### src/tab_to_space_expander_defines.svh
// Assertion macros for the tab expander RTL (used by the item queue).
`ifndef TAB_TO_SPACE_EXPANDER_DEFINES_SVH
`define TAB_TO_SPACE_EXPANDER_DEFINES_SVH
`ifndef SYNTHESIS
`define TTE_ASSERT_ON(label, clk, rst, prop) \
   label: assert property (@(posedge clk) disable iff (rst) prop) \
      else $error("tte assertion failed");
`define TTE_ASSERT_NEVER(label, clk, rst, cond) \
   label: assert property (@(posedge clk) disable iff (rst) !(cond)) \
      else $error("tte forbidden condition");
`else
`define TTE_ASSERT_ON(label, clk, rst, prop)
`define TTE_ASSERT_NEVER(label, clk, rst, cond)
`endif
`endif

### src/tte_pkg.sv
// Shared types and constants of the tab expander.
`timescale 1ns / 1ps
package tte_pkg;
   localparam int unsigned STOP_MAP_BITS = 64;
   localparam int unsigned QUEUE_DEPTH = 4;
   localparam int unsigned QPTR_W = $clog2(QUEUE_DEPTH);
   localparam int unsigned QCNT_W = $clog2(QUEUE_DEPTH + 1);

   localparam logic [7:0] CH_BS = 8'h08;
   localparam logic [7:0] CH_TAB = 8'h09;
   localparam logic [7:0] CH_LF = 8'h0A;
   localparam logic [7:0] CH_CR = 8'h0D;
   localparam logic [7:0] CH_SPACE = 8'h20;

   localparam logic [6:0] WIDTH_CAP = 7'd64;
   localparam logic [15:0] COL_MAX = 16'hFFFF;

   localparam logic [1:0] CSR_REPEAT_WIDTH = 2'd0;
   localparam logic [1:0] CSR_STOP_MAP = 2'd1;
   localparam logic [1:0] CSR_LAST_STOP = 2'd2;

   // one queued item: byte to send and how many times (1..64)
   typedef struct packed {
      logic [7:0] byte_val;
      logic [6:0] count;
   } entry_type;
endpackage

### src/tte_front.sv
// Front end: accepts bytes, tracks the column and works out each tab's run length.
`timescale 1ns / 1ps
module tte_front (
   input  logic                 clock,
   input  logic                 reset,
   input  logic                 req_valid,
   output logic                 req_ready,
   input  logic [7:0]           req_in_byte,
   input  logic                 csr_write_enable,
   input  logic [1:0]           csr_index,
   input  logic [63:0]          csr_write_data,
   input  logic                 q_full,
   output logic                 q_push,
   output tte_pkg::entry_type   q_entry
);
   localparam logic [1:0] S_IDLE = 2'd0;
   localparam logic [1:0] S_DIV  = 2'd1;
   localparam logic [1:0] S_SCAN = 2'd2;
   localparam logic [1:0] S_PUSH = 2'd3;

   logic [1:0]  state_ff, state_in;
   logic [15:0] column_ff, column_in;
   logic [6:0]  rem_ff, rem_in;
   logic [3:0]  bit_ff, bit_in;
   logic [5:0]  scan_ff, scan_in;
   logic [6:0]  n_ff, n_in;
   logic [6:0]  repeat_width_ff;
   logic [63:0] stop_map_ff;
   logic [5:0]  last_stop_ff;

   logic [6:0]  w_cap;
   logic [7:0]  rem_shift, rem_sub;
   logic        stop_hit;
   logic        accept;

   function automatic logic [15:0] sat_add(input logic [15:0] col, input logic [6:0] n);
      logic [16:0] s;
      s = {1'b0, col} + {10'd0, n};
      return s[16] ? tte_pkg::COL_MAX : s[15:0];
   endfunction

   assign w_cap = (repeat_width_ff > tte_pkg::WIDTH_CAP) ? tte_pkg::WIDTH_CAP
                                                         : repeat_width_ff;
   assign req_ready = (state_ff == S_IDLE) && !q_full;
   assign accept = req_valid && req_ready;

   assign rem_shift = {rem_ff, column_ff[bit_ff]};
   assign rem_sub = (rem_shift >= {1'b0, w_cap}) ? (rem_shift - {1'b0, w_cap}) : rem_shift;
   assign stop_hit = (scan_ff == last_stop_ff) ||
                     (({1'b0, scan_ff} < 7'(tte_pkg::STOP_MAP_BITS)) && stop_map_ff[scan_ff]);

   always_comb begin
      state_in = state_ff;
      column_in = column_ff;
      rem_in = rem_ff;
      bit_in = bit_ff;
      scan_in = scan_ff;
      n_in = n_ff;
      q_push = 1'b0;
      q_entry.byte_val = tte_pkg::CH_SPACE;
      q_entry.count = n_ff;
      unique case (state_ff)
         S_IDLE: begin
            if (accept) begin
               if (req_in_byte != tte_pkg::CH_TAB) begin
                  q_push = 1'b1;
                  q_entry.byte_val = req_in_byte;
                  q_entry.count = 7'd1;
                  if (req_in_byte == tte_pkg::CH_BS) begin
                     if (column_ff > 16'd1) column_in = column_ff - 16'd1;
                  end else if (req_in_byte == tte_pkg::CH_CR ||
                               req_in_byte == tte_pkg::CH_LF) begin
                     column_in = 16'd1;
                  end else begin
                     column_in = sat_add(column_ff, 7'd1);
                  end
               end else if (repeat_width_ff != 7'd0) begin
                  state_in = S_DIV;
                  rem_in = 7'd0;
                  bit_in = 4'd15;
               end else if (column_ff >= {10'd0, last_stop_ff}) begin
                  q_push = 1'b1;
                  q_entry.count = 7'd1;
                  column_in = sat_add(column_ff, 7'd1);
               end else begin
                  state_in = S_SCAN;
                  scan_in = column_ff[5:0] + 6'd1;
               end
            end
         end
         S_DIV: begin
            rem_in = rem_sub[6:0];
            if (bit_ff == 4'd0) begin
               n_in = (rem_sub == 8'd0) ? 7'd1 : (w_cap - rem_sub[6:0] + 7'd1);
               state_in = S_PUSH;
            end else begin
               bit_in = bit_ff - 4'd1;
            end
         end
         S_SCAN: begin
            if (stop_hit) begin
               n_in = {1'b0, scan_ff} - {1'b0, column_ff[5:0]} + 7'd1;
               state_in = S_PUSH;
            end else begin
               scan_in = scan_ff + 6'd1;
            end
         end
         S_PUSH: begin
            if (!q_full) begin
               q_push = 1'b1;
               column_in = sat_add(column_ff, n_ff);
               state_in = S_IDLE;
            end
         end
         default: state_in = S_IDLE;
      endcase
   end

   always_ff @(posedge clock) begin
      if (reset) begin
         state_ff <= S_IDLE;
         column_ff <= 16'd1;
         repeat_width_ff <= 7'd8;
         stop_map_ff <= 64'd0;
         last_stop_ff <= 6'd0;
      end else begin
         state_ff <= state_in;
         column_ff <= column_in;
         if (csr_write_enable) begin
            if (csr_index == tte_pkg::CSR_REPEAT_WIDTH) repeat_width_ff <= csr_write_data[6:0];
            if (csr_index == tte_pkg::CSR_STOP_MAP) stop_map_ff <= csr_write_data;
            if (csr_index == tte_pkg::CSR_LAST_STOP) last_stop_ff <= csr_write_data[5:0];
         end
      end
   end

   always_ff @(posedge clock) begin
      rem_ff <= rem_in;
      bit_ff <= bit_in;
      scan_ff <= scan_in;
      n_ff <= n_in;
   end
endmodule

### src/tte_queue.sv
// Small item queue between the front end and the emitter.
`timescale 1ns / 1ps
`include "tab_to_space_expander_defines.svh"
module tte_queue (
   input  logic                 clock,
   input  logic                 reset,
   input  logic                 push,
   input  tte_pkg::entry_type   push_entry,
   output logic                 full,
   input  logic                 pop,
   output logic                 head_valid,
   output tte_pkg::entry_type   head_entry
);
   tte_pkg::entry_type mem_ff [tte_pkg::QUEUE_DEPTH];
   logic [tte_pkg::QPTR_W-1:0] wr_ptr_ff, wr_ptr_in;
   logic [tte_pkg::QPTR_W-1:0] rd_ptr_ff, rd_ptr_in;
   logic [tte_pkg::QCNT_W-1:0] count_ff, count_in;

   localparam logic [tte_pkg::QPTR_W-1:0] PTR_LAST = tte_pkg::QPTR_W'(tte_pkg::QUEUE_DEPTH - 1);
   localparam logic [tte_pkg::QCNT_W-1:0] CNT_FULL = tte_pkg::QCNT_W'(tte_pkg::QUEUE_DEPTH);

   assign full = (count_ff == CNT_FULL);
   assign head_valid = (count_ff != '0);
   assign head_entry = mem_ff[rd_ptr_ff];

   always_comb begin
      wr_ptr_in = wr_ptr_ff;
      rd_ptr_in = rd_ptr_ff;
      count_in = count_ff;
      if (push) wr_ptr_in = (wr_ptr_ff == PTR_LAST) ? '0 : wr_ptr_ff + 1'b1;
      if (pop) rd_ptr_in = (rd_ptr_ff == PTR_LAST) ? '0 : rd_ptr_ff + 1'b1;
      if (push && !pop) count_in = count_ff + 1'b1;
      else if (pop && !push) count_in = count_ff - 1'b1;
   end

   always_ff @(posedge clock) begin
      if (reset) begin
         wr_ptr_ff <= '0;
         rd_ptr_ff <= '0;
         count_ff <= '0;
      end else begin
         wr_ptr_ff <= wr_ptr_in;
         rd_ptr_ff <= rd_ptr_in;
         count_ff <= count_in;
      end
   end

   always_ff @(posedge clock) begin
      if (push) mem_ff[wr_ptr_ff] <= push_entry;
   end

   `TTE_ASSERT_NEVER(a_q_overflow, clock, reset, push && full && !pop)
   `TTE_ASSERT_NEVER(a_q_underflow, clock, reset, pop && !head_valid)
   `TTE_ASSERT_ON(a_q_empty_ptrs, clock, reset, (count_ff == '0) |-> (rd_ptr_ff == wr_ptr_ff))
endmodule

### src/tte_back.sv
// Emitter: repeats each queued byte its count of times into the output register.
`timescale 1ns / 1ps
module tte_back (
   input  logic                 clock,
   input  logic                 reset,
   input  logic                 head_valid,
   input  tte_pkg::entry_type   head_entry,
   output logic                 pop,
   output logic                 rsp_valid,
   input  logic                 rsp_ready,
   output logic [7:0]           rsp_out_byte,
   output logic                 rsp_last
);
   logic       rsp_valid_ff, rsp_valid_in;
   logic [7:0] rsp_byte_ff;
   logic       rsp_last_ff;
   logic [5:0] emit_cnt_ff, emit_cnt_in;
   logic       load;
   logic       is_last;

   assign load = head_valid && (!rsp_valid_ff || rsp_ready);
   assign is_last = (({1'b0, emit_cnt_ff} + 7'd1) == head_entry.count);
   assign pop = load && is_last;

   always_comb begin
      rsp_valid_in = rsp_valid_ff;
      emit_cnt_in = emit_cnt_ff;
      if (load) begin
         rsp_valid_in = 1'b1;
         emit_cnt_in = is_last ? 6'd0 : emit_cnt_ff + 6'd1;
      end else if (rsp_ready) begin
         rsp_valid_in = 1'b0;
      end
   end

   always_ff @(posedge clock) begin
      if (reset) begin
         rsp_valid_ff <= 1'b0;
         emit_cnt_ff <= 6'd0;
      end else begin
         rsp_valid_ff <= rsp_valid_in;
         emit_cnt_ff <= emit_cnt_in;
      end
   end

   always_ff @(posedge clock) begin
      if (load) begin
         rsp_byte_ff <= head_entry.byte_val;
         rsp_last_ff <= is_last;
      end
   end

   assign rsp_valid = rsp_valid_ff;
   assign rsp_out_byte = rsp_byte_ff;
   assign rsp_last = rsp_last_ff;
endmodule

### src/tab_to_space_expander.sv
// Top level of the tab expander: front end, item queue and emitter.
// Path: a plain byte passes the item queue and the output register before it is on rsp_; a
//   tab's run length comes from a 16-step column remainder, a stop scan, or is one space.
// Throughput: one plain byte per cycle while the queue has room; a tab holds the input while
//   its run length is worked out; spaces leave one per cycle while rsp_ready is high.
// Reset: synchronous, active high; column 1, width 8, no stops, queue empty.
`timescale 1ns / 1ps
module tab_to_space_expander (
   input  logic        clock,
   input  logic        reset,
   input  logic        req_valid,
   output logic        req_ready,
   input  logic [7:0]  req_in_byte,
   output logic        rsp_valid,
   input  logic        rsp_ready,
   output logic [7:0]  rsp_out_byte,
   output logic        rsp_last,
   input  logic        csr_write_enable,
   input  logic [1:0]  csr_index,
   input  logic [63:0] csr_write_data
);
   logic               q_full;
   logic               q_push;
   tte_pkg::entry_type q_entry;
   logic               q_pop;
   logic               q_head_valid;
   tte_pkg::entry_type q_head;

   tte_front u_front (
      .clock            (clock),
      .reset            (reset),
      .req_valid        (req_valid),
      .req_ready        (req_ready),
      .req_in_byte      (req_in_byte),
      .csr_write_enable (csr_write_enable),
      .csr_index        (csr_index),
      .csr_write_data   (csr_write_data),
      .q_full           (q_full),
      .q_push           (q_push),
      .q_entry          (q_entry)
   );

   tte_queue u_queue (
      .clock      (clock),
      .reset      (reset),
      .push       (q_push),
      .push_entry (q_entry),
      .full       (q_full),
      .pop        (q_pop),
      .head_valid (q_head_valid),
      .head_entry (q_head)
   );

   tte_back u_back (
      .clock        (clock),
      .reset        (reset),
      .head_valid   (q_head_valid),
      .head_entry   (q_head),
      .pop          (q_pop),
      .rsp_valid    (rsp_valid),
      .rsp_ready    (rsp_ready),
      .rsp_out_byte (rsp_out_byte),
      .rsp_last     (rsp_last)
   );
endmodule
### config.mk
export PLATFORM = sky130hd
export DESIGN_NAME = tab_to_space_expander
export DESIGN_NICKNAME = d
export VERILOG_FILES = /design/src/tte_pkg.sv /design/src/tte_front.sv /design/src/tte_queue.sv /design/src/tte_back.sv /design/src/tab_to_space_expander.sv
export VERILOG_INCLUDE_DIRS = /design/src /design/src/src
export SDC_FILE = /design/constraint.sdc
export NUM_CORES = 1
export LEC_CHECK = 0
export ABC_AREA = 1
export BUFFER_PORTS_ARGS = -buffer_cell sky130_fd_sc_hd__buf_2
export CORE_UTILIZATION = 55
export CTS_CLUSTER_SIZE = 12
export DETAILED_ROUTE_END_ITERATION = 6
export GPL_ROUTABILITY_DRIVEN = 0
export PLACE_DENSITY_LB_ADDON = 0.3
export RECOVER_POWER = 50
export SLEW_MARGIN = 20
export SYNTH_ARGS = -nofsm -noshare
export SYNTH_HDL_FRONTEND = slang
export SYNTH_HIERARCHICAL = 1
export SYNTH_SLANG_ARGS = --single-unit
### constraint.sdc
create_clock -name clock -period 3.95 [get_ports clock]
set_input_delay 0.5925 -clock clock [delete_from_list [all_inputs] [get_ports clock]]
set_output_delay 0.5925 -clock clock [all_outputs]
set_load 0.1 [all_outputs]
# Yosys cells after proc, flatten, opt, wreduce, memory -nomap -nowiden
# Memory sizes are Yosys's and may differ from the RTL's. A register that Yosys moved wholly into a read port is not among the register bits.
# Cells that the tools add are included.
[totals]
register_bits = 142
ramBits = 60
in_bits = 79
output_inout_bits = 11
elab_cells = 169
n_memories = 1
[mem_list]
columns = ["memory", "depth", "width", "read_ports", "rd_clocked_by_memory_dff", "wr", "line", "text"]
rows = [
  ["u_queue.mem_ff", 4, 15, 1, 1, 1, "tte_queue.sv:14", "tte_pkg::entry_type mem_ff [tte_pkg::QUEUE_DEPTH];"],
]
[op_classes]
n_addsub = 17
order_cmp = 6
n_eq_ne = 28
n_mux = 67
reduce_logical = 34
[ops]
columns = ["operator", "n"]
rows = [
  ["two-way mux 16 bit", 10],
  ["two-way mux 7 bit", 10],
  ["two-way mux 6 bit", 6],
  ["one-hot mux 16 bit (2 select lines)", 1],
  ["two-way mux 15 bit", 2],
  ["one-hot mux 7 bit (2 select lines)", 2],
  ["equality test 8 x 4 -> 1 bit, second input constant", 3],
  ["two-way mux 2 bit", 11],
  ["adder 6 x 1 -> 6 bit, second input constant", 3],
  ["AND reduction 6 bit", 3],
  ["adder 16 x 1 -> 17 bit, second input constant", 1],
  ["adder 16 x 7 -> 17 bit", 1],
  [">= comparator 16 x 6 -> 1 bit", 1],
  ["greater-than comparator 16 x 1 -> 1 bit, second input constant", 1],
  ["two-way mux 4 bit", 4],
  ["two-way mux 8 bit", 2],
  ["subtractor 16 x 1 -> 16 bit, second input constant", 1],
  ["adder 7 x 1 -> 7 bit, second input constant", 2],
  ["inequality test 2 bit, second input constant", 7],
  ["one-hot mux 6 bit (2 select lines)", 1],
  ["nonzero test 2 bit", 6],
  ["two-way mux 1 bit", 11],
  ["equality test 2 bit, second input constant", 5],
  ["inequality test 3 bit, second input constant", 3],
  ["37 further kinds", 55],
]

# Longest topological paths before layout
[logic_depth]
word_depth = 10
depth_mapped = 29
mapped_depth_nobuf = 28

# Modules after synthesis
# The synthesis kept the hierarchy.
[modules_own_cells]
columns = ["mod", "n_inst", "cells_per_inst", "area_each_um2"]
rows = [
  ["tte_front", 1, 1267, 8498.2],
  ["tte_queue", 1, 205, 2806.4],
  ["tte_back", 1, 98, 807.0],
]

# Least setup slack after synthesis
# No wires, ideal clock.
[synth_path]
path_kind = "flip-flop to flip-flop"
from = "register u_front.bit_ff[2]"
to = "register u_front.n_ff[6] (data pin)"
setup_time_ns = 0.253
t_arrival_ns = 3.692
required_ns = 3.697
path_slack_ns = 0.005
path_stages_with_launch = 28
path_buffers = 1
synth_period_minus_slack_ns = 3.945
cell_sequence = "edfxtp_1 -> clkinv_1 -> a21oi_1 -> o21ai_0 -> nand3_1 -> nand3_1 -> nand2_1 -> ha_1 -> inv_1 -> fa_1 -> nand3_1 -> nand2_2 -> nand2_1 -> nand3_2 -> buf_6 -> nand2_1 -> o21ai_2 -> ha_1 -> ha_1 -> a21oi_1 -> nand2_1 -> nand2_1 -> nand2_1 -> a21oi_1 -> xor2_1 -> xor2_1 -> nand3_1 -> nand2_1"
[synth_via]
elab_chain_len = 9
word_cells_on_any_way = 11
[synth_lines]
columns = ["element", "line", "text"]
rows = [
  ["start: declaration", "tte_front.sv:24", "logic [3:0] bit_ff, bit_in;"],
  ["start signal: assignment", "tte_front.sv:139", "bit_ff <= bit_in;"],
  ["binary-select mux 1 bit (select 4 bit) (*)", "tte_front.sv:47", "assign rem_shift = {rem_ff, column_ff[bit_ff]};"],
  ["two-way mux 1 bit (implied by the code) (*)", "tte_front.sv:47", ""],
  ["subtractor 8 x 7 -> 8 bit / >= comparator 8 x 7 -> 1 bit (equally long branches)", "tte_front.sv:48", "assign rem_sub = (rem_shift >= {1'b0, w_cap}) ? (rem_shift - {1'b0, w_cap}) : rem_shift;"],
  ["two-way mux 8 bit (*)", "tte_front.sv:48", ""],
  ["subtractor 7 bit", "tte_front.sv:94", "n_in = (rem_sub == 8'd0) ? 7'd1 : (w_cap - rem_sub[6:0] + 7'd1);"],
  ["adder 7 x 1 -> 7 bit", "tte_front.sv:94", ""],
  ["two-way mux 7 bit (*)", "tte_front.sv:94", ""],
  ["two-way mux 7 bit (*)", "tte_front.sv:93", "if (bit_ff == 4'd0) begin"],
  ["one-hot mux 7 bit (2 select lines) (*)", "tte_front.sv:62", "unique case (state_ff)"],
  ["via u_front.n_in[6]", "tte_front.sv:26", "logic [6:0] n_ff, n_in;"],
  ["end signal: assignment", "tte_front.sv:141", "n_ff <= n_in;"],
  ["end: declaration", "tte_front.sv:26", ""],
]
# The timed path passes the listed nets; every way through them passes the cells marked *. The select of a mux whose other input is x is not followed.
# A chain may end at the register's enable or synchronous reset.

# Final worst setup path
[layout_path]
from = "register u_front.bit_ff[0]"
to = "register u_front.n_ff[6] (data pin)"
# The elaborated chain is that of the path after synthesis.

==> flow_summary.yaml <==
detailed_routing:
  top_layer: "met4"
  drtIter0Drc: 992
  wl_per_cell_um: 15.3
  wl_um: 30200
  drc: 0
  dr_wl_met2_um: 14400
  vias: 11000
  met1_length_um: 12900
  final_antenna_net_count: 0
  drt-pass1-iter-count: 6
  via_per_inst: 5.56
  dr_wl_met3_um: 1880
layout:
  drive_gt1_share_pct: 18.0
  fin_nets: 1828
  multi_input_area_mm2: 0.00631
  antennaDiodeCount: 0
  flow.area_growth_from_synthesis_pct: 14.9
  seqCellArea_mm2: 0.00501
  fill_cells: 1814
  post-route-util_pct: 65.4
logic_synthesis:
  synthMuxAreaShare_pct: 0.0826
  yosysMostFrequentCell: "nand2_1"
  synthCells: 1570
  synth_fa_ha_area_share_pct: 6.92
  ys_seq_area_share_pct: 41.4
  synth_cell_types: 51
  async_reset_ff_share_pct: 0
  synth_compound_area_share_pct: 13.0
  synth.top_cell.area_share_pct: 23.1
  synthSimpleGateAreaFrac_pct: 27.4
  ys_ff_latch: 204
  yosysTopAreaCell: "edfxtp_1"
  syn_area_mm2: 0.0121
  synth_ff_type: "dfxtp_1"
  syn-num-nets: 1713
  synthXorXnorAreaFrac_pct: 3.25
  ys_top_cells_by_area: "edfxtp_1, dfxtp_1, nand2_1"
  synth_top_family_by_area: "simple AND/OR/NAND/NOR gates"
  avgSynthCellArea_um2: 7.71
  synthTopCellsByCount: "nand2_1, nor2_1, inv_1, nand3_1, o21ai_0"
  synth_edf_count: 93
  yosys_warnings: 6
hold_path:
  hp-class: "input pin to flip-flop"
die:
  start_util_pct: 56.9
  fp.dieW_um: 150
  rows: 53
  io_pins: 90
  core-area_mm2: 0.0213
  die_height_um: 150
  die_area_mm2: 0.0226
setup_path:
  start_kind: "flip-flop"
  worstSetupPathType: "flip-flop to flip-flop"
  path_buf_inv: 2
  end_kind: "flip-flop"
  arrival_ps: 4380
  max_stage_delay_ps: 470
  slowest_stage: "edfxtp_1"
  worst_ep_required_time_ps: 4240
  cp_common_cell: "nand2_1"
  cp_max_fo: 7
  path_delay_family: "simple AND/OR/NAND/NOR gates"
global_routing:
  antenna_found_initial: 0
  grt_pass1_wl_um: 49200
  grt_usage_pct: 27.0
  first_global_vias: 10300
  grt_max_degree: 78
  grt-ovfl-total: 0
timing:
  hold_violations: 0
  finalCritPeriodShare_pct: 104
  period_needed_ps: 4090
  tightest_slew_ps: 1070
  setup_viol: 4
  skew_ps: 31.3
  max_freq_ghz: 0.244
  fin_ws_ps: -142
  rsz0062_at_grt: "true"
  maxSlewViolCount: 0
  hold-worst-slack_ps: 284
  slew_headroom_pct: 28.9
clocking:
  cts.path.max_buffers: 3
  clockRootBuffer: "clkbuf_16"
  insertion_delay_ps: 530
  cts_tree: "built"
  cts.clk_slew.worst_paths_ps: 60
  htreeDepth: 1
  cts_made_buffers: 23
  cts_sinks: 204
  postCtsHoldBufs: 0
pwr:
  p_total_uw: 8570
  vdd_drop_max_mv: 0.342
  powerDensity_mw_per_mm2: 616
  leakage_uw: 0.00625
placed_design:
  io_buffers: 89
  dpl.hpwl_um: 20700
run:
  maxCapViolCount: 0
run_status:
  violations: "negative setup slack"
  status: "complete, but fails checks"
[worst paths after layout]
kind | to | cells after the start | slack (ps) | from
max | u_front/n_ff[6] | 26 | -140 | u_front/bit_ff[0]
min | u_front/stop_map_ff[10] | 3 | 280 | csr_write_data[10]
max reg2reg | u_front/n_ff[6] | 26 | -140 | u_front/bit_ff[0]
min reg2reg | u_front/repeat_width_ff[4] | 2 | 470 | u_front/repeat_width_ff[4]
[worst reg2reg max path, stage by stage, from the launching register on]
cell      delay (ps)
edfxtp_1         470
buf_6            180
a21oi_2          120
o21ai_1           90
nand3_1          140
nand3_2          120
nand2_4          120
ha_4             140
inv_2             40
fa_2             410
nand3_2          110
nand2_2           70
nand2_2           80
nand3_4          130
nand2_2          100
o21ai_2           60
ha_1             320
ha_4             280
a21oi_4          150
nand2_1           60
nand2_1           80
nand2_1           70
a21oi_2          140
xor2_1           180
xor2_1            80
nand3_1           80
nand2_1           60
[stage by stage]
stage	instance area, um2	setup WS, ps	cells	TNS [ps]
floorplan	12100	4.86	1570	0
global placement	12900	-101	1926	-179
detailed placement	12900	-221	1926	-464
CTS	13800	-10.9	1970	-10.9
global route	13900	-313	1976	-1050
finish	13900	-142	1976	-323
[cell families (layout without fill, tap and decap cells)]
logic type / count (synthesis) / after routing
DFF: 204 / 204
xor gates and xnor gates: 45 / 45
AOI/OAI and AO/OA: 272 / 272
buffers and inverters: 215 / 346
and+or+nand+nor: 769 / 769
muxes: 1 / 1
adders and majority gates: 64 / 64
[state kept, by name, summed over array words and instances (netlist names), named ones only]
name,count
u_back/rsp_last,1
u_back/rsp_out_byte,8
u_front/column_ff,16
u_front/stop_map_ff,64
u_front/scan_ff,6
u_queue/mem_ff,60
u_back/emit_cnt_ff,6
u_front/rem_ff,7
u_front/n_ff,7
u_queue/count_ff,3
u_front/repeat_width_ff,7
u_queue/wr_ptr_ff,2
u_front/last_stop_ff,6
u_back/rsp_valid,1
u_front/bit_ff,4
u_front/state_ff,2
u_queue/rd_ptr_ff,2
[power breakdown]
group / internal (uW) / switching, uW / total [uW]
sequential: 2740 / 188 / 2930
combinational: 1190 / 2410 / 3600
clock: 1190 / 852 / 2040
total: 5120 / 3440 / 8570
[final cells by class]
type | count | share of cell area [%]
repair buffers | 156 | 6.92
clock inverters | 8 | 0.620
inverters | 149 | 4.03
clock buffers | 33 | 4.55
well taps | 275 | 2.47
multi-input cells | 1151 | 45.4
flip-flops and latches | 204 | 36.0
[per-layer routing]
layer  vias to the layer above  global-route usage, %
met1                      5061                   34.0
met2                       427                   46.4
li1                       5430                      -
met5                         -                      0
met3                        67                   4.12
met4                         0                   10.8
[layout by cell type, fill, tap and decap left out, drive strengths merged, types with 11 or more instances in the layout]
master  synthesis  final
nand2         311    311
nor2          282    282
o21ai         169    169
buf            36    156
inv           144    145
nand3         133    133
dfxtp         111    111
edfxtp         93     93
a21oi          63     63
ha             59     59
xor2           34     34
clkbuf         30     33
nor3           18     18
o22ai          17     17
nand4          12     12
xnor2          11     11
clkinv          5     11
[repair_timing]
| item | CTS | global route |
|---|---|---|
| setup buffers | 2 | 6 |
| gates resized for setup | 20 | 28 |
| endpoints found under the setup margin | 3 | 5 |
| pin swaps | 7 | 24 |
| gates cloned | 1 | 0 |
Note: power is estimated with default switching activity, not from simulation.
